<file path="src/sv/fbq_pkg.sv">
`default_nettype none

package fbq_pkg;

    localparam int DEPTH     = 128;
    localparam int KEY_BITS  = 32;
    localparam int IDX_W     = $clog2(DEPTH);
    localparam int CNT_W     = $clog2(DEPTH + 1);
    localparam int MAX_W     = 8;
    localparam int MAX_RESET = 100;
    localparam int KIND_W    = 2;
    localparam int STAT_W    = 2;
    localparam int S_DATA_W  = ((3 * KEY_BITS + 7) / 8) * 8;
    localparam int M_DATA_W  = ((3 * KEY_BITS + CNT_W + 7) / 8) * 8;

    typedef logic [IDX_W-1:0] idx_t;
    typedef logic [CNT_W-1:0] cnt_t;

    typedef enum logic [KIND_W-1:0] {
        KIND_APPEND   = 2'd0,
        KIND_PRIORITY = 2'd1,
        KIND_POP      = 2'd2,
        KIND_CANCEL   = 2'd3
    } kind_t;

    typedef enum logic [STAT_W-1:0] {
        STAT_DONE      = 2'd0,
        STAT_FULL      = 2'd1,
        STAT_EMPTY     = 2'd2,
        STAT_NOT_FOUND = 2'd3
    } status_t;

    typedef enum logic [2:0] {
        S_IDLE,
        S_POP,
        S_SEARCH,
        S_SHIFT,
        S_RESULT
    } state_t;

    typedef struct packed {
        logic [KEY_BITS-1:0] plate;
        logic [KEY_BITS-1:0] model;
        logic [KEY_BITS-1:0] name;
    } entry_t;

    typedef struct packed {
        status_t status;
        entry_t  removed;
        cnt_t    count;
    } result_t;

endpackage

`default_nettype wire

</file>
<file path="src/sv/fbq_out.sv">
`default_nettype none

module fbq_out (
    input  wire logic                          aclk,
    input  wire logic                          aresetn,
    input  wire logic                          res_valid,
    output      logic                          res_ready,
    input  wire fbq_pkg::result_t              res,
    output      logic                          m_tvalid,
    input  wire logic                          m_tready,
    output      logic [fbq_pkg::M_DATA_W-1:0]  m_tdata,
    output      logic [fbq_pkg::STAT_W-1:0]    m_tuser
);

    logic             valid_reg;
    fbq_pkg::result_t data_reg;

    assign res_ready = !valid_reg || m_tready;
    assign m_tvalid  = valid_reg;
    assign m_tuser   = data_reg.status;
    assign m_tdata   = fbq_pkg::M_DATA_W'({data_reg.count, data_reg.removed.plate,
                                           data_reg.removed.model, data_reg.removed.name});

    always_ff @(posedge aclk) begin
        if (!aresetn) begin
            valid_reg <= 1'b0;
        end else if (res_ready) begin
            valid_reg <= res_valid;
        end
    end

    always_ff @(posedge aclk) begin
        if (res_ready && res_valid) begin
            data_reg <= res;
        end
    end

endmodule

`default_nettype wire

</file>
<file path="config.mk">
export PLATFORM = sky130hd
export DESIGN_NAME = fbq_out
export DESIGN_NICKNAME = d
export VERILOG_FILES = /design/src/sv/fbq_pkg.sv /design/src/sv/fbq_out.sv
export SDC_FILE = /design/constraint.sdc
export NUM_CORES = 1
export LEC_CHECK = 0
export BUFFER_PORTS_ARGS = -buffer_cell sky130_fd_sc_hd__buf_2
export CORE_MARGIN = 2
export CORE_UTILIZATION = 41
export CTS_CLUSTER_SIZE = 10
export DETAILED_ROUTE_END_ITERATION = 16
export PLACE_DENSITY = 0.79
export SETUP_SLACK_MARGIN = 0.15
export SLEW_MARGIN = 20
export SYNTH_ARGS = -nofsm -noshare
export SYNTH_HDL_FRONTEND = slang
export SYNTH_SLANG_ARGS = --single-unit
</file>
<file path="constraint.sdc">
create_clock -name aclk -period 2.15 [get_ports aclk]
set_input_delay 0.3225 -clock aclk [delete_from_list [all_inputs] [get_ports aclk]]
set_output_delay 0.3225 -clock aclk [all_outputs]
set_load 0.01 [all_outputs]
</file>
After elaboration in Yosys (flattened, before gate mapping)

Index checks and enable logic that the tools add are counted.

Register bits: 107
Output and inout bits: 108
Word-level logic and storage cells: 9

Reduce and logical (&&, ||, !) cells: 3

Operator list:

| kind                | count |
|---|---|
| $logic_and A1 B1 Y1 | 1 |
| $logic_not A1 Y1    | 1 |
| $logic_or A1 B1 Y1  | 1 |

Depth between registers and ports, before layout

Gate-level depths: netlist of the first run.

Depth after elaboration: 3
Depth in mapped cells: 2

Worst setup path before layout of the first run

Ideal clock, no wire load.

Path kind: in2reg
Start: input port m_tready
End: register data_reg, in the netlist m_tdata[0], enable pin
Library setup time: 0.391 ns
Data arrival time: 1.281 ns
Setup slack: 0.478 ns
Stages on the path: 2
Cell sequence: nand2b_4 and2_4

Cells in the longest elaborated chain, start to end: 2

Ends and longest elaborated chain:

| element              | line          | text |
|---|---|---|
| start, declared      | fbq_out.sv:10 | `input wire logic m_tready,` |
| $logic_or A1 B1 Y1   | fbq_out.sv:18 | `assign res_ready = !valid_reg \|\| m_tready;` |
| $logic_and A1 B1 Y1  | fbq_out.sv:33 | `if (res_ready && res_valid) begin` |
| end signal, assigned | fbq_out.sv:34 | `data_reg <= res;` |
| end, declared        | fbq_out.sv:16 | `fbq_pkg::result_t data_reg;` |

Every way passes these cells.
A chain may end at the register's enable or synchronous reset.

Worst setup path after layout of the first run

Start: register valid_reg (netlist: m_tvalid)
End: register data_reg, in the netlist m_tdata[42], enable pin

Cells in the longest elaborated chain, start to end: 3

Ends and longest elaborated chain:

| element                | line          | text |
|---|---|---|
| start, declared        | fbq_out.sv:15 | `logic valid_reg;` |
| start signal, assigned | fbq_out.sv:28 | `valid_reg <= res_valid;` |
| $logic_not A1 Y1       | fbq_out.sv:18 |  |
| $logic_or A1 B1 Y1     | fbq_out.sv:18 |  |
| $logic_and A1 B1 Y1    | fbq_out.sv:33 |  |

Every way passes these cells.

==> impl_metrics.env, run 1 <==
export IMPL_first_iter_violations=95
export IMPL_routed_wl_um=6980
export IMPL_grt_pass1_vias=1978
export IMPL_ys_seq_area_share_pct=98.8
export IMPL_die_area_mm2=0.00863
export IMPL_cts_made_buffers=9
export IMPL_tns_ns=0
export IMPL_rsz0062_at_grt="no"
export IMPL_cp_start_kind="flip-flop"
export IMPL_layout_common_cells="217 x buf_2, 106 x edfxtp_1, 9 x clkbuf_8"
export IMPL_drive_gt1_share_pct=68.8
export IMPL_dr_pass1_iters=4
export IMPL_cp_arrival_ns=1.38
export IMPL_syn_nets=221
export IMPL_rows=32
export IMPL_avgSynthCellArea_um2=29.2
export IMPL_setup_viol=0
export IMPL_place_congestion=0.728
export IMPL_die_w_um=92.9
export IMPL_post_route_period_util_pct=62.5
export IMPL_finalClockSkew_ns=0.00976
export IMPL_root_buffer="clkbuf_8"
export IMPL_worstSkewPairLatency_ns=0.35
export IMPL_final_common_cell="buf_2"
export IMPL_hold_class="primary input to flip-flop"
export IMPL_via_count=1948
export IMPL_ys_warnings_count=0
export IMPL_path_class="flip-flop to flip-flop"
export IMPL_synthCells=111
export IMPL_placed_cells=433
export IMPL_power_density_mw_per_mm2=851
export IMPL_clock_path_buffers=2
export IMPL_core_area_mm2=0.00769
export IMPL_cts_tree="built"
export IMPL_grt_usage_pct=16.1
export IMPL_start_util_pct=42.2
export IMPL_crit_path_end_kind="flip-flop"
export IMPL_ctsResizeCount=0
export IMPL_slew_headroom_pct=84.1
export IMPL_viasPerCell=4.34
export IMPL_final_net_count=452
export IMPL_required_ns=2.19
export IMPL_area_delta_synth_final_pct=45.5
export IMPL_synth_seq_cells=107
export IMPL_finalCriticalPeriod_ns=1.34
export IMPL_peakVddDrop_mv=0.464
export IMPL_hold_viol_final=0
export IMPL_synth_cell_type_count=6
export IMPL_crit_path_max_fanout=44
export IMPL_htreeDepth=3
export IMPL_maxCapViolations=0
export IMPL_status="complete, no violations"
export IMPL_wire_per_inst_um=15.6
export IMPL_instances_no_fill=449
export IMPL_antenna_found_initial=1
export IMPL_portBuffers=217
export IMPL_ant_nets=0
export IMPL_worst_slew_pin_slew_ns=0.239
export IMPL_synth_area_mm2=0.00324
export IMPL_drv_slew=0
export IMPL_cts_num_sinks=107
export IMPL_clock_fmax_mhz=744
export IMPL_die_y_um=92.9
export IMPL_clk_pin_slew_worst_paths_ns=0.10
export IMPL_grt_max_degree=45
export IMPL_dpl_hpwl_um=5410
export IMPL_drc=0
export IMPL_grt_overflow=0
export IMPL_power_leakage_nw=2.03
export IMPL_post_cts_buffers=0
export IMPL_grt_pass1_wl_um=9970
export IMPL_io_pins=218
export IMPL_hold_buffers=0
power breakdown:
part | total, mW | internal (mW) | switching, mW | leakage (nW)
Clock | 1.20 | 0.546 | 0.655 | 0.0938
Sequential | 2.46 | 2.43 | 0.0284 | 1.03
Combinational | 0.347 | 0.161 | 0.186 | 0.902
worst max-delay path, stage by stage (launching register included):
cell	delay, ns
dfxtp_1	0.35
nand2b_4	0.08
and2_4	0.29
buf_12	0.27
synth_stat cells:
| cell | number | area (um^2) |
|---|---|---|
| a21boi_2 | 1 | 11.3 |
| and2_4 | 1 | 8.76 |
| dfxtp_1 | 1 | 20.0 |
| edfxtp_1 | 106 | 3180 |
| inv_1 | 1 | 3.75 |
| nand2b_4 | 1 | 13.8 |
path summary, 6_finish.rpt:
kind / from / to / slack [ns] / cells past startpoint
max: m_tvalid$_SDFFE_PN0P_ / m_tdata[42]$_DFFE_PP_ / 0.81 / 3
min: res[82] / m_tdata[74]$_DFFE_PP_ / 0.13 / 1
max reg2reg: m_tvalid$_SDFFE_PN0P_ / m_tdata[42]$_DFFE_PP_ / 0.81 / 3
min reg2reg: m_tvalid$_SDFFE_PN0P_ / m_tvalid$_SDFFE_PN0P_ / 0.52 / 2
layout make-up:
type / count / area, um^2
inverters: 1 / 3.75
clock buffers: 9 / 124
well taps: 102 / 128
fillers: 599 / 2970
diodes: 1 / 2.50
multi-input cells: 3 / 33.8
clock inverters: 6 / 73.8
flip-flops and latches: 107 / 3200
repair buffers: 220 / 1150
flip-flops by register name, summed over array words and instances, names as in the netlist:
register and count:
m_tdata 104, m_tuser 2, m_tvalid 1
stage by stage:
step           hold slack (ns)  power (mW)  area, um^2  setup slack [ns]  utilization, %
2_1_floorplan            0.421        2.62        3240             0.478               -
3_3_place_gp             0.483        2.85        4510             0.729            58.7
3_5_place_dp             0.498        2.87        4510             0.705            58.7
4_1_cts                  0.119        4.05        4710             0.807            61.3
5_1_grt                  0.112        4.17        4710             0.756            61.3
6_report                 0.134        4.01        4710             0.807            61.3
logic make-up after synthesis:
group / synth area share [%]
buf+inv: 0.116
flops: 98.8
compound gates: 0.347
simple gates: 0.695
metal layers:
| layer | vias to the layer above | wire, um | global-route usage, % |
|---|---|---|---|
| met3 | 11 | 732 | 6.43 |
| met4 | 0 | 125 | 7.35 |
| met5 | - | 0 | 0 |
| li1 | 906 | - | - |
| met1 | 906 | 2480 | 17.8 |
| met2 | 125 | 3640 | 27.3 |
No activity file was read; power rests on OpenSTA's default activity.
==> run 2: changes to the inputs <==
==> constraint.sdc (replaced) <==
create_clock -name aclk -period 1.4 [get_ports aclk]
set_input_delay 0.21 -clock aclk [delete_from_list [all_inputs] [get_ports aclk]]
set_output_delay 0.21 -clock aclk [all_outputs]
set_load 0.01 [all_outputs]
==> run 2 against run 1 <==
Compared with the run above: first-iteration DRC count is 49% lower; flip-flop and latch count stayed put; register-to-register slack worse by 0.62 ns; design area is 7.2% higher; critical endpoint is now m_tdata[55]$_DFFE_PP_.
==> impl_metrics.env, run 2 (synthesized netlist as in run 1, its figures left out) <==
export IMPL_crit_path_end_kind="flip-flop"
export IMPL_n_fill_cell=574
export IMPL_multi_input_area_um2=33.8
export IMPL_core_area_mm2=0.00769
export IMPL_die_w_um=92.9
export IMPL_tns_ns=0
export IMPL_r2r_cells=3
export IMPL_area_delta_synth_final_pct=55.9
export IMPL_clock_fmax_mhz=821
export IMPL_post_route_period_util_pct=87.0
export IMPL_regToRegSetupSlack_ns=0.18
export IMPL_final_area_mm2=0.00505
export IMPL_via_count=2069
export IMPL_hold_viol_final=0
export IMPL_grt_pass1_vias=2009
export IMPL_largest_register_ffs=104
export IMPL_final_net_count=488
export IMPL_path_class="flip-flop to flip-flop"
export IMPL_antenna_found_initial=0
export IMPL_rows=32
export IMPL_grt_max_degree=39
export IMPL_cp_start_kind="flip-flop"
export IMPL_drv_slew=0
export IMPL_wire_per_inst_um=14.9
export IMPL_first_iter_violations=48
export IMPL_cts_tree="built"
export IMPL_power_density_mw_per_mm2=1190
export IMPL_die_area_mm2=0.00863
export IMPL_layout_common_cells="217 x buf_2, 106 x edfxtp_1, 30 x dlygate4sd3_1"
export IMPL_instances_no_fill=485
export IMPL_power_leakage_nw=2.18
export IMPL_dr_pass1_iters=4
export IMPL_max_stage_delay_ns=0.34
export IMPL_maxCapViolations=0
export IMPL_required_ns=1.46
export IMPL_cts_made_buffers=9
export IMPL_final_common_cell="buf_2"
export IMPL_grt_overflow=0
export IMPL_cts_num_sinks=107
export IMPL_die_y_um=92.9
export IMPL_status="complete, no violations"
export IMPL_placed_area_mm2=0.00452
export IMPL_cp_arrival_ns=1.28
export IMPL_cp_slowest_cell="dfxtp_2"
export IMPL_crit_chain="nand2b_4 -> and2_4 -> clkbuf_16"
export IMPL_portBuffers=217
export IMPL_rsz0062_at_grt="yes"
export IMPL_setup_slack_ns=0.182
export IMPL_grt_usage_pct=15.3
export IMPL_clock_path_buffers=2
export IMPL_hold_slack_ns=0.0254
export IMPL_place_congestion=0.737
export IMPL_holdPathStages=1
export IMPL_dpl_hpwl_um=5020
export IMPL_peakVddDrop_mv=0.710
export IMPL_drc=0
export IMPL_setup_viol=0
export IMPL_worstSkewPairLatency_ns=0.35
export IMPL_ant_nets=0
export IMPL_clk_pin_slew_worst_paths_ns=0.10
export IMPL_start_util_pct=42.2
export IMPL_routed_wl_um=7240
export IMPL_grt_pass1_wl_um=9470
export IMPL_regArea_mm2=0.00320
export IMPL_antenna_cells=0
export IMPL_slew_headroom_pct=85.4
export IMPL_worst_slew_pin_slew_ns=0.219
export IMPL_placed_cells=435
export IMPL_crit_path_max_fanout=18
export IMPL_htreeDepth=3
export IMPL_finalClockSkew_ns=0.0125
export IMPL_viasPerCell=4.27
export IMPL_dpl_worst_slack_ns=0.152
export IMPL_hold_class="primary input to flip-flop"
export IMPL_finalCriticalPeriod_ns=1.22
export IMPL_drive_gt1_share_pct=63.7
export IMPL_root_buffer="clkbuf_8"
export IMPL_io_pins=218
## run 2: worst paths after layout
check                              from               endpoint
setup / recovery  m_tvalid$_SDFFE_PN0P_  m_tdata[55]$_DFFE_PP_
hold / removal                  res[88]  m_tdata[80]$_DFFE_PP_
setup reg to reg  m_tvalid$_SDFFE_PN0P_  m_tdata[55]$_DFFE_PP_
hold reg to reg   m_tvalid$_SDFFE_PN0P_  m_tvalid$_SDFFE_PN0P_
## run 2: stage by stage
step                util, %  total power, mW
finish                 65.7             6.02
global route           65.7             6.28
CTS                    63.1             6.03
detailed placement     58.8             4.39
global placement       58.8             4.37
floorplan                 -             4.03
## run 2: per-layer routing
| layer | part of all wire, % | up-vias | track usage (%) |
|---|---|---|---|
| met5 | 0 | - | 0 |
| met4 | 2.4 | 0 | 9.44 |
| met3 | 8.9 | 16 | 5.45 |
| met2 | 54 | 127 | 26.9 |
| met1 | 34 | 947 | 15.3 |
| li1 | - | 979 | - |
## run 2: timing repair
action,4_1_cts,5_1_grt
buffers inserted,0,2
hold endpoints to repair,16,14
hold buffers,16,14
setup endpoints to repair,0,75
resized for setup,0,0
## run 2: critical path, delay by kind of cell, from the launching register on
| kind | cells | cell delay [ns] |
|---|---|---|
| and+or+nand+nor | 2 | 0.34 |
| buffers and inverters | 1 | 0.23 |
| DFF | 1 | 0.34 |
## run 2: power breakdown
group | total [mW] | internal (mW) | switching [mW]
Sequential | 3.78 | 3.74 | 0.0417
Combinational | 0.623 | 0.323 | 0.301
Clock | 1.62 | 0.658 | 0.962
Total | 6.02 | 4.72 | 1.30
## run 2: cell type report
cell class                      instances  share of cell area, %
Sequential cell                       107                   63.4
Timing Repair Buffer                  256                   30.0
Clock buffer                           11                   2.60
Tap cell                              102                   2.53
Clock inverter                          5                  0.768
Multi-Input combinational cell          3                  0.668
Inverter                                1                 0.0743
