### config.mk
export PLATFORM = sky130hd
export DESIGN_NAME = fbq_ctrl
export DESIGN_NICKNAME = d
export VERILOG_FILES = /design/src/sv/fbq_pkg.sv /design/src/sv/fbq_ctrl.sv
export SDC_FILE = /design/constraint.sdc
export NUM_CORES = 1
export LEC_CHECK = 0
export BUFFER_PORTS_ARGS = -buffer_cell sky130_fd_sc_hd__buf_2
export CORE_MARGIN = 8
export CORE_UTILIZATION = 56
export CTS_BUF_LIST = sky130_fd_sc_hd__clkbuf_4 sky130_fd_sc_hd__clkbuf_8
export CTS_CLUSTER_DIAMETER = 150
export CTS_CLUSTER_SIZE = 16
export DETAILED_ROUTE_END_ITERATION = 16
export GPL_ROUTABILITY_DRIVEN = 0
export PLACE_DENSITY = 0.88
export RECOVER_POWER = 100
export SYNTH_ARGS = -nofsm -noshare
export SYNTH_HDL_FRONTEND = slang
export SYNTH_SLANG_ARGS = --single-unit
### constraint.sdc
create_clock -name aclk -period 11.5 [get_ports aclk]
set_input_delay 3.45 -clock aclk [delete_from_list [all_inputs] [get_ports aclk]]
set_output_delay 3.45 -clock aclk [all_outputs]
set_load 0.02 [all_outputs]
### src/sv/fbq_pkg.sv
`default_nettype none

package fbq_pkg;

    localparam int DEPTH     = 128;
    localparam int KEY_BITS  = 32;
    localparam int IDX_W     = $clog2(DEPTH);
    localparam int CNT_W     = $clog2(DEPTH + 1);
    localparam int MAX_W     = 8;
    localparam int MAX_RESET = 100;
    localparam int KIND_W    = 2;
    localparam int STAT_W    = 2;
    localparam int S_DATA_W  = ((3 * KEY_BITS + 7) / 8) * 8;
    localparam int M_DATA_W  = ((3 * KEY_BITS + CNT_W + 7) / 8) * 8;

    typedef logic [IDX_W-1:0] idx_t;
    typedef logic [CNT_W-1:0] cnt_t;

    typedef enum logic [KIND_W-1:0] {
        KIND_APPEND   = 2'd0,
        KIND_PRIORITY = 2'd1,
        KIND_POP      = 2'd2,
        KIND_CANCEL   = 2'd3
    } kind_t;

    typedef enum logic [STAT_W-1:0] {
        STAT_DONE      = 2'd0,
        STAT_FULL      = 2'd1,
        STAT_EMPTY     = 2'd2,
        STAT_NOT_FOUND = 2'd3
    } status_t;

    typedef enum logic [2:0] {
        S_IDLE,
        S_POP,
        S_SEARCH,
        S_SHIFT,
        S_RESULT
    } state_t;

    typedef struct packed {
        logic [KEY_BITS-1:0] plate;
        logic [KEY_BITS-1:0] model;
        logic [KEY_BITS-1:0] name;
    } entry_t;

    typedef struct packed {
        status_t status;
        entry_t  removed;
        cnt_t    count;
    } result_t;

endpackage

`default_nettype wire

### src/sv/fbq_ctrl.sv
`default_nettype none

module fbq_ctrl (
    input  wire logic                        aclk,
    input  wire logic                        aresetn,
    input  wire logic                        cfg_we,
    input  wire logic [fbq_pkg::MAX_W-1:0]   cfg_wdata,
    input  wire logic                        in_valid,
    output      logic                        in_ready,
    input  wire fbq_pkg::kind_t              in_kind,
    input  wire fbq_pkg::entry_t             in_key,
    output      logic                        res_valid,
    input  wire logic                        res_ready,
    output      fbq_pkg::result_t            res,
    output      logic                        ram_we,
    output      fbq_pkg::idx_t               ram_waddr,
    output      fbq_pkg::entry_t             ram_wdata,
    output      logic                        ram_re,
    output      fbq_pkg::idx_t               ram_raddr,
    input  wire fbq_pkg::entry_t             ram_rdata
);

    fbq_pkg::state_t  state_reg, state_next;
    fbq_pkg::idx_t    head_reg, head_next;
    fbq_pkg::cnt_t    count_reg, count_next;
    fbq_pkg::cnt_t    cur_reg, cur_next;
    logic [fbq_pkg::MAX_W-1:0] max_reg;
    fbq_pkg::entry_t  key_reg, key_next;
    fbq_pkg::status_t status_reg, status_next;
    fbq_pkg::entry_t  gone_reg, gone_next;

    fbq_pkg::cnt_t    limit;
    logic             full;
    logic             accept;
    logic             match;
    logic             more_search;
    logic             more_shift;
    logic [fbq_pkg::CNT_W:0] cur_plus1;
    logic [fbq_pkg::CNT_W:0] cur_plus2;
    fbq_pkg::idx_t    cur_idx;

    always_comb begin
        if (max_reg == '0) begin
            limit = fbq_pkg::cnt_t'(1);
        end else if (int'(max_reg) > fbq_pkg::DEPTH) begin
            limit = fbq_pkg::cnt_t'(fbq_pkg::DEPTH);
        end else begin
            limit = fbq_pkg::cnt_t'(max_reg);
        end
    end

    assign full        = (count_reg != '0) && (count_reg >= limit);
    assign in_ready    = (state_reg == fbq_pkg::S_IDLE);
    assign accept      = in_valid && in_ready;
    assign match       = (ram_rdata == key_reg);
    assign cur_plus1   = {1'b0, cur_reg} + (fbq_pkg::CNT_W+1)'(1);
    assign cur_plus2   = {1'b0, cur_reg} + (fbq_pkg::CNT_W+1)'(2);
    assign more_search = cur_plus1 < {1'b0, count_reg};
    assign more_shift  = cur_plus2 < {1'b0, count_reg};
    assign cur_idx     = cur_reg[fbq_pkg::IDX_W-1:0];

    // next state
    always_comb begin
        state_next = state_reg;
        unique case (state_reg)
            fbq_pkg::S_IDLE: begin
                if (accept) begin
                    if ((in_kind == fbq_pkg::KIND_POP) && (count_reg != '0)) begin
                        state_next = fbq_pkg::S_POP;
                    end else if ((in_kind == fbq_pkg::KIND_CANCEL) && (count_reg != '0)) begin
                        state_next = fbq_pkg::S_SEARCH;
                    end else begin
                        state_next = fbq_pkg::S_RESULT;
                    end
                end
            end
            fbq_pkg::S_POP: state_next = fbq_pkg::S_RESULT;
            fbq_pkg::S_SEARCH: begin
                if (match) begin
                    state_next = more_search ? fbq_pkg::S_SHIFT : fbq_pkg::S_RESULT;
                end else if (!more_search) begin
                    state_next = fbq_pkg::S_RESULT;
                end
            end
            fbq_pkg::S_SHIFT: begin
                if (!more_shift) begin
                    state_next = fbq_pkg::S_RESULT;
                end
            end
            fbq_pkg::S_RESULT: begin
                if (res_ready) begin
                    state_next = fbq_pkg::S_IDLE;
                end
            end
            default: state_next = fbq_pkg::S_IDLE;
        endcase
    end

    // datapath and memory access
    always_comb begin
        head_next   = head_reg;
        count_next  = count_reg;
        cur_next    = cur_reg;
        key_next    = key_reg;
        status_next = status_reg;
        gone_next   = gone_reg;
        ram_we      = 1'b0;
        ram_waddr   = head_reg;
        ram_wdata   = in_key;
        ram_re      = 1'b0;
        ram_raddr   = head_reg;
        res_valid   = 1'b0;
        unique case (state_reg)
            fbq_pkg::S_IDLE: begin
                if (accept) begin
                    key_next    = in_key;
                    status_next = fbq_pkg::STAT_DONE;
                    gone_next   = '0;
                    cur_next    = '0;
                    unique case (in_kind)
                        fbq_pkg::KIND_APPEND: begin
                            if (full) begin
                                status_next = fbq_pkg::STAT_FULL;
                            end else begin
                                ram_we     = 1'b1;
                                ram_waddr  = head_reg + count_reg[fbq_pkg::IDX_W-1:0];
                                count_next = count_reg + fbq_pkg::cnt_t'(1);
                            end
                        end
                        fbq_pkg::KIND_PRIORITY: begin
                            if (full) begin
                                status_next = fbq_pkg::STAT_FULL;
                            end else begin
                                ram_we     = 1'b1;
                                ram_waddr  = head_reg - fbq_pkg::idx_t'(1);
                                head_next  = head_reg - fbq_pkg::idx_t'(1);
                                count_next = count_reg + fbq_pkg::cnt_t'(1);
                            end
                        end
                        fbq_pkg::KIND_POP, fbq_pkg::KIND_CANCEL: begin
                            if (count_reg == '0) begin
                                status_next = fbq_pkg::STAT_EMPTY;
                            end else begin
                                ram_re = 1'b1;
                            end
                        end
                        default: status_next = fbq_pkg::STAT_DONE;
                    endcase
                end
            end
            fbq_pkg::S_POP: begin
                gone_next  = ram_rdata;
                head_next  = head_reg + fbq_pkg::idx_t'(1);
                count_next = count_reg - fbq_pkg::cnt_t'(1);
            end
            fbq_pkg::S_SEARCH: begin
                if (match) begin
                    gone_next = ram_rdata;
                    if (more_search) begin
                        ram_re    = 1'b1;
                        ram_raddr = head_reg + cur_idx + fbq_pkg::idx_t'(1);
                    end else begin
                        count_next = count_reg - fbq_pkg::cnt_t'(1);
                    end
                end else if (more_search) begin
                    ram_re    = 1'b1;
                    ram_raddr = head_reg + cur_idx + fbq_pkg::idx_t'(1);
                    cur_next  = cur_reg + fbq_pkg::cnt_t'(1);
                end else begin
                    status_next = fbq_pkg::STAT_NOT_FOUND;
                end
            end
            fbq_pkg::S_SHIFT: begin
                ram_we    = 1'b1;
                ram_waddr = head_reg + cur_idx;
                ram_wdata = ram_rdata;
                if (more_shift) begin
                    ram_re    = 1'b1;
                    ram_raddr = head_reg + cur_idx + fbq_pkg::idx_t'(2);
                    cur_next  = cur_reg + fbq_pkg::cnt_t'(1);
                end else begin
                    count_next = count_reg - fbq_pkg::cnt_t'(1);
                end
            end
            fbq_pkg::S_RESULT: begin
                res_valid = 1'b1;
            end
            default: res_valid = 1'b0;
        endcase
    end

    assign res = '{status: status_reg, removed: gone_reg, count: count_reg};

    always_ff @(posedge aclk) begin
        if (!aresetn) begin
            state_reg <= fbq_pkg::S_IDLE;
            head_reg  <= '0;
            count_reg <= '0;
            max_reg   <= fbq_pkg::MAX_W'(fbq_pkg::MAX_RESET);
        end else begin
            state_reg <= state_next;
            head_reg  <= head_next;
            count_reg <= count_next;
            if (cfg_we) begin
                max_reg <= cfg_wdata;
            end
        end
    end

    always_ff @(posedge aclk) begin
        cur_reg    <= cur_next;
        key_reg    <= key_next;
        status_reg <= status_next;
        gone_reg   <= gone_next;
    end

endmodule

`default_nettype wire

### After elaboration in Yosys (flattened, before gate mapping)

Index checks and enable logic that the tools add are counted.

| storage, ports and cells | value |
|---|---|
| register bits | 228 |
| output and inout bits | 220 |

| operators by class | value |
|---|---|
| add/sub/neg operators | 11 |
| magnitude comparators | 4 |
| equal/unequal tests | 20 |
| multiplexer cells | 56 |
| reductions and logical operators | 23 |

Operators by type and width:

| kind | count |
|---|---|
| 2-to-1 mux 96 bit | 3 |
| one-hot mux 96 bit (3 select lines) | 1 |
| == test 96 bit | 1 |
| 2-to-1 mux 8 bit | 12 |
| one-hot mux 7 bit (2 select lines) | 4 |
| 2-to-1 mux 7 bit | 7 |
| one-hot mux 8 bit (4 select lines) | 1 |
| 2-to-1 mux 3 bit | 8 |
| one-hot mux 8 bit (3 select lines) | 1 |
| < comparator 9 x 8 -> 1 bit | 2 |
| inequality test 2 bit (second input constant) | 9 |
| adder 8 x 1 -> 8 bit (second input constant) | 2 |
| zero test 8 bit | 2 |
| one-hot mux 3 bit (5 select lines) | 1 |
| adder 7 x 1 -> 7 bit (second input constant) | 2 |
| adder 7 bit | 2 |
| 2-to-1 mux 1 bit | 10 |
| adder 8 x 1 -> 9 bit (second input constant) | 1 |
| adder 8 x 2 -> 9 bit (second input constant) | 1 |
| >= comparator 8 bit | 1 |
| greater-than comparator 8 bit (second input constant) | 1 |
| 2-to-1 mux 2 bit | 4 |
| one-hot mux 2 bit (2 select lines) | 2 |
| AND reduction 4 bit | 2 |
| other kinds (24) | 34 |

### Logic depth before layout (Yosys ltp)

| depth | value |
|---|---|
| word-level depth | 9 |
| gate-level depth with buffers | 13 |

### Worst setup path before layout

Ideal clock, no wire load.

| path | value |
|---|---|
| path kind | input port to output port |
| from | input in_valid |
| to | output ram_waddr[2] |
| arrival time | 4803 ps |
| data required time | 8050 ps |
| setup slack | 3247 ps |
| stages on the path | 7 |
| path buffers | 1 |
| path through | nor2b_1 -> and2_1 -> buf_2 -> o21ai_1 -> o21ai_0 -> a21o_1 -> o21ai_0 |

| on the way | value |
|---|---|
| word-level cells in the longest chain between the ends | 3 |

Ends and longest elaborated chain:

| item | line | text |
|---|---|---|
| from (decl) | fbq_ctrl.sv:8 | `input wire logic in_valid,` |
| logical AND 1 bit | fbq_ctrl.sv:54 | `assign accept = in_valid && in_ready;` |
| 2-to-1 mux 7 bit | fbq_ctrl.sv:115 | `if (accept) begin` |
| one-hot mux 7 bit (2 select lines) | fbq_ctrl.sv:113 | `unique case (state_reg)` |
| to (decl) | fbq_ctrl.sv:16 | `output fbq_pkg::idx_t ram_waddr,` |

No other way between the ends.

### Worst setup path after layout

| path | value |
|---|---|
| from | input ram_rdata[61] (netlist name) |
| to | register gone_reg (netlist bit res[38]), enable pin |

| on the way | value |
|---|---|
| word-level cells in the longest chain between the ends | 3 |

Ends and longest elaborated chain:

| item | line | text |
|---|---|---|
| from (decl) | fbq_ctrl.sv:20 | `input wire fbq_pkg::entry_t ram_rdata` |
| == test 96 bit | fbq_ctrl.sv:55 | `assign match = (ram_rdata == key_reg);` |
| inequality test 2 bit (no line) | -- |  |
| AND reduction 3 bit (no line) | -- |  |
| to (signal assigned) | fbq_ctrl.sv:214 | `gone_reg <= gone_next;` |
| to (decl) | fbq_ctrl.sv:30 | `fbq_pkg::entry_t gone_reg, gone_next;` |

No other way between the ends.
A chain may end at the register's enable or synchronous reset.

==> summary.md <==
| Metric | Value |
|---|---|
| Share of cells above drive strength 1 | `under 10%` |
| Largest vdd supply drop | `roughly 0.086 mV` |
| Worst slew pin tran | `3.14 ns` |
| # Post-CTS Setup Buffers | `0` |
| CP peak stage delay | `around 2.3 ns` |
| Vias in the first global route | `about 11000` |
| Max_cap viols | `3` |
| Synth Flop Type | `edfxtp_1` |
| Cell Chain, Critical Path | `clkbuf_1, xor2_1, nor4_1, nand4_1, nor4_1, nand2_1, o21ai_0, and2_0, clkbuf_2` |
| Setup crit end kind | `register` |
| Cts repair resizes | `0` |
| Largest net degree at the start of global routing | `106` |
| Critical Path Slowest Stage Cell | `and2_0` |
| Failing checks | `max-capacitance violations, max-slew violations` |
| Pwr per Cell Area | `around 130 nW/um^2` |
| Tcrit/Tclk final | `80.9%` |
| Crit path launch | `ram_rdata[61]` |
| Initial antenna violation count | `5` |
| Hold Crit Class | `reg -> reg` |
| Die height | `approximately 160 um` |
| Post-route setup TNS | `0 ns` |
| Clock-pin slew on the worst setup and hold paths | `0.10 ns` |
| Status | `complete, but fails checks` |
| GR Overflow Total | `0` |
| Post-synth EDFFs | `about 200` |
| Drt drc | `0` |
| Endpoint arrival time on the critical path | `roughly 9.4 ns` |
| Netlist cell types | `between 60 and 70` |
| Critical path fanouts, max | `53` |
| Layout net count | `approximately 1900` |
| Grt peak-use layer | `met2` |
| Startpoint Class | `primary input` |
| Unrepaired setup endpoints after global routing | `false` |
| Ys Warns | `0` |
| Tot GR Track Use | `a little under a third` |
| Syn_nets | `1463` |
| Leakage power | `5.81 nW` |
| Final WL | `~43 mm` |
| Hold Startpoint | `max_reg[5]` |
| Register area share after synthesis | `53.1%` |
| Commonest non-fill, non-tap cell in the layout | `clkbuf_1` |
| Met3 Track Usage GR | `around 5.9%` |
| Syn Area/Cell | `between 10 and 15 sq um` |
| Setup Skew | `about 0.036 ns` |
| DRT antenna net count | `0` |
| H-tree level count | `1` |
| DRT Pass-1 Iters | `6` |
| Routed wire per std cell | `about 23 um` |
| WS Path Type | `in -> reg` |
| Hpwl dp | `~33 mm` |
| Yosys reg bits | `approximately 230` |
| # IOs | `approximately 430` |
| TritonCTS buffer count | `18` |
| Slew Viols, Final | `approximately 150` |
| Async SR Flop Fraction | `0%` |
| Placed Area | `around 15000 sq um` |
| Max Freq | `~110 MHz` |
| Worst EP required | `~12 ns` |
| Fill cells | `between 1500 and 2000` |
| Max-Slew Margin vs Limit | `-109%` |
| Gate Count Post-Synth | `around 1200` |
| CTS tree | `done` |
| Most frequent cells in the layout | `365 x clkbuf_1, 329 x nand2_1, 202 x edfxtp_1` |
| Clk root buf | `clkbuf_8` |
| Pwr Total | `1.98 mW` |
| Row count | `54` |
| Vias per inst | `around 6` |
| Final worst slack | `approximately 2.2 ns` |
| Die ar. | `between 20000 and 30000 sq um` |
| Clock sink count | `between 200 and 250` |
| Hold Worst Slack | `around 0.52 ns` |
| RR Startpoint | `key_reg[91]` |
| Via count | `around 11000` |
| DP Cell Count | `1866` |
| DRT iter0 DRCs | `1356` |
| Final Non-Filler Cells | `roughly 1900` |
| P&R area growth vs syn | `18.0%` |
| Core footprint | `~22000 sq um` |
| GRT met1 Usage | `between 30% and 40%` |
| CP dominant cell by count | `nor4_1` |
| Die Wd | `~160 um` |
| Final Critical Period | `9.30 ns` |
| Met2 usage | `a little over half` |
| CTS max path bufs | `3` |
| Placement Setup Slack | `approximately 2.9 ns` |
| Design area | `14600 sq um` |
| Port buffer count | `426` |
| Clk_lat worst skew | `between 0.5 and 0.6 ns` |
| Hold Vio Cnt, Final | `0` |
| Initial Util | `between 50% and 60%` |
| Final setup violation count | `0` |
| First-pass GRT wire length | `approximately 62 mm` |
| Layout Utilization | `67.3%` |
| Post-cts hold buffer count | `0` |
| Syn Std Cell Area | `12400 sq um` |
==> cell usage after synthesis (all sizes together), types with 4 or more instances <==
library cell    n  area [sq um]
a211oi          4          30.0
a21o            6          45.0
a21oi          31           155
a221o           9          90.1
a22oi           4          30.0
a31oi           5          31.3
and2          108           676
and3            7          48.8
buf            14          72.6
clkbuf         37           139
dfxtp          26           521
edfxtp        202          6070
ha             46           576
inv            23          86.3
mux2i          10           100
nand2         330          1240
nand3          20           105
nand4          13          87.6
nor2           49           184
nor2b           4          32.5
nor3            6          30.0
nor4           30           206
o21ai          37           196
o21bai          5          41.3
o22ai           4          25.0
xnor2          26           228
xor2          108           946
==> final cells by class <==
cell class / count / area [sq um] / share of cell area [%]
sequential: 228 / 6590 / 45.0
multi-input combinational: 904 / 5530 / 37.8
timing repair buffer: 430 / 1700 / 11.6
clock buffer: 31 / 352 / 2.40
tap: 280 / 350 / 2.39
inverter: 24 / 91.3 / 0.624
clock inverter: 1 / 16.3 / 0.111
antenna: 4 / 10.0 / 0.0684
==> routing by layer <==
metal,routed length (um),vias up
met2,21400,791
met3,4640,171
met4,2510,4
li1,-,4986
met5,24,-
met1,14900,5146
==> kinds of logic (layout without fill, tap and decap cells) <==
kind of cell | after synthesis | in the layout | share of synthesized area (%)
compound gates | 134 | 134 | 7.51
buf+inv | 75 | 486 | 2.43
xor+xnor | 134 | 134 | 9.46
other cells | 0 | 4 | 0
flops | 228 | 228 | 53.1
simple gates | 577 | 577 | 21.6
mux | 10 | 10 | 0.807
fa+ha+maj | 49 | 49 | 5.12
==> path summary, 6_finish.rpt <==
kind	cells after the start	slack (ns)	to
max	9	2.20	res[38]
max reg2reg	8	4.89	res[38]
min reg2reg	2	0.52	max_reg[5]
min	2	0.52	max_reg[5]
==> report_power, final <==
part           total (mW)  switching (mW)  internal (mW)
Sequential           1.05          0.0481           1.00
Combinational       0.463           0.327          0.136
Clock               0.462           0.266          0.196
Total                1.98           0.641           1.33
==> critical path: cells and delay by family <==
| kind | cells | cell delay (ns) |
|---|---|---|
| buffers and inverters | 2 | 1.56 |
| xor gates and xnor gates | 1 | 0.19 |
| AOI/OAI and AO/OA | 1 | 0.24 |
| and+or+nand+nor | 5 | 3.94 |
(Power assumes the default switching activity.)
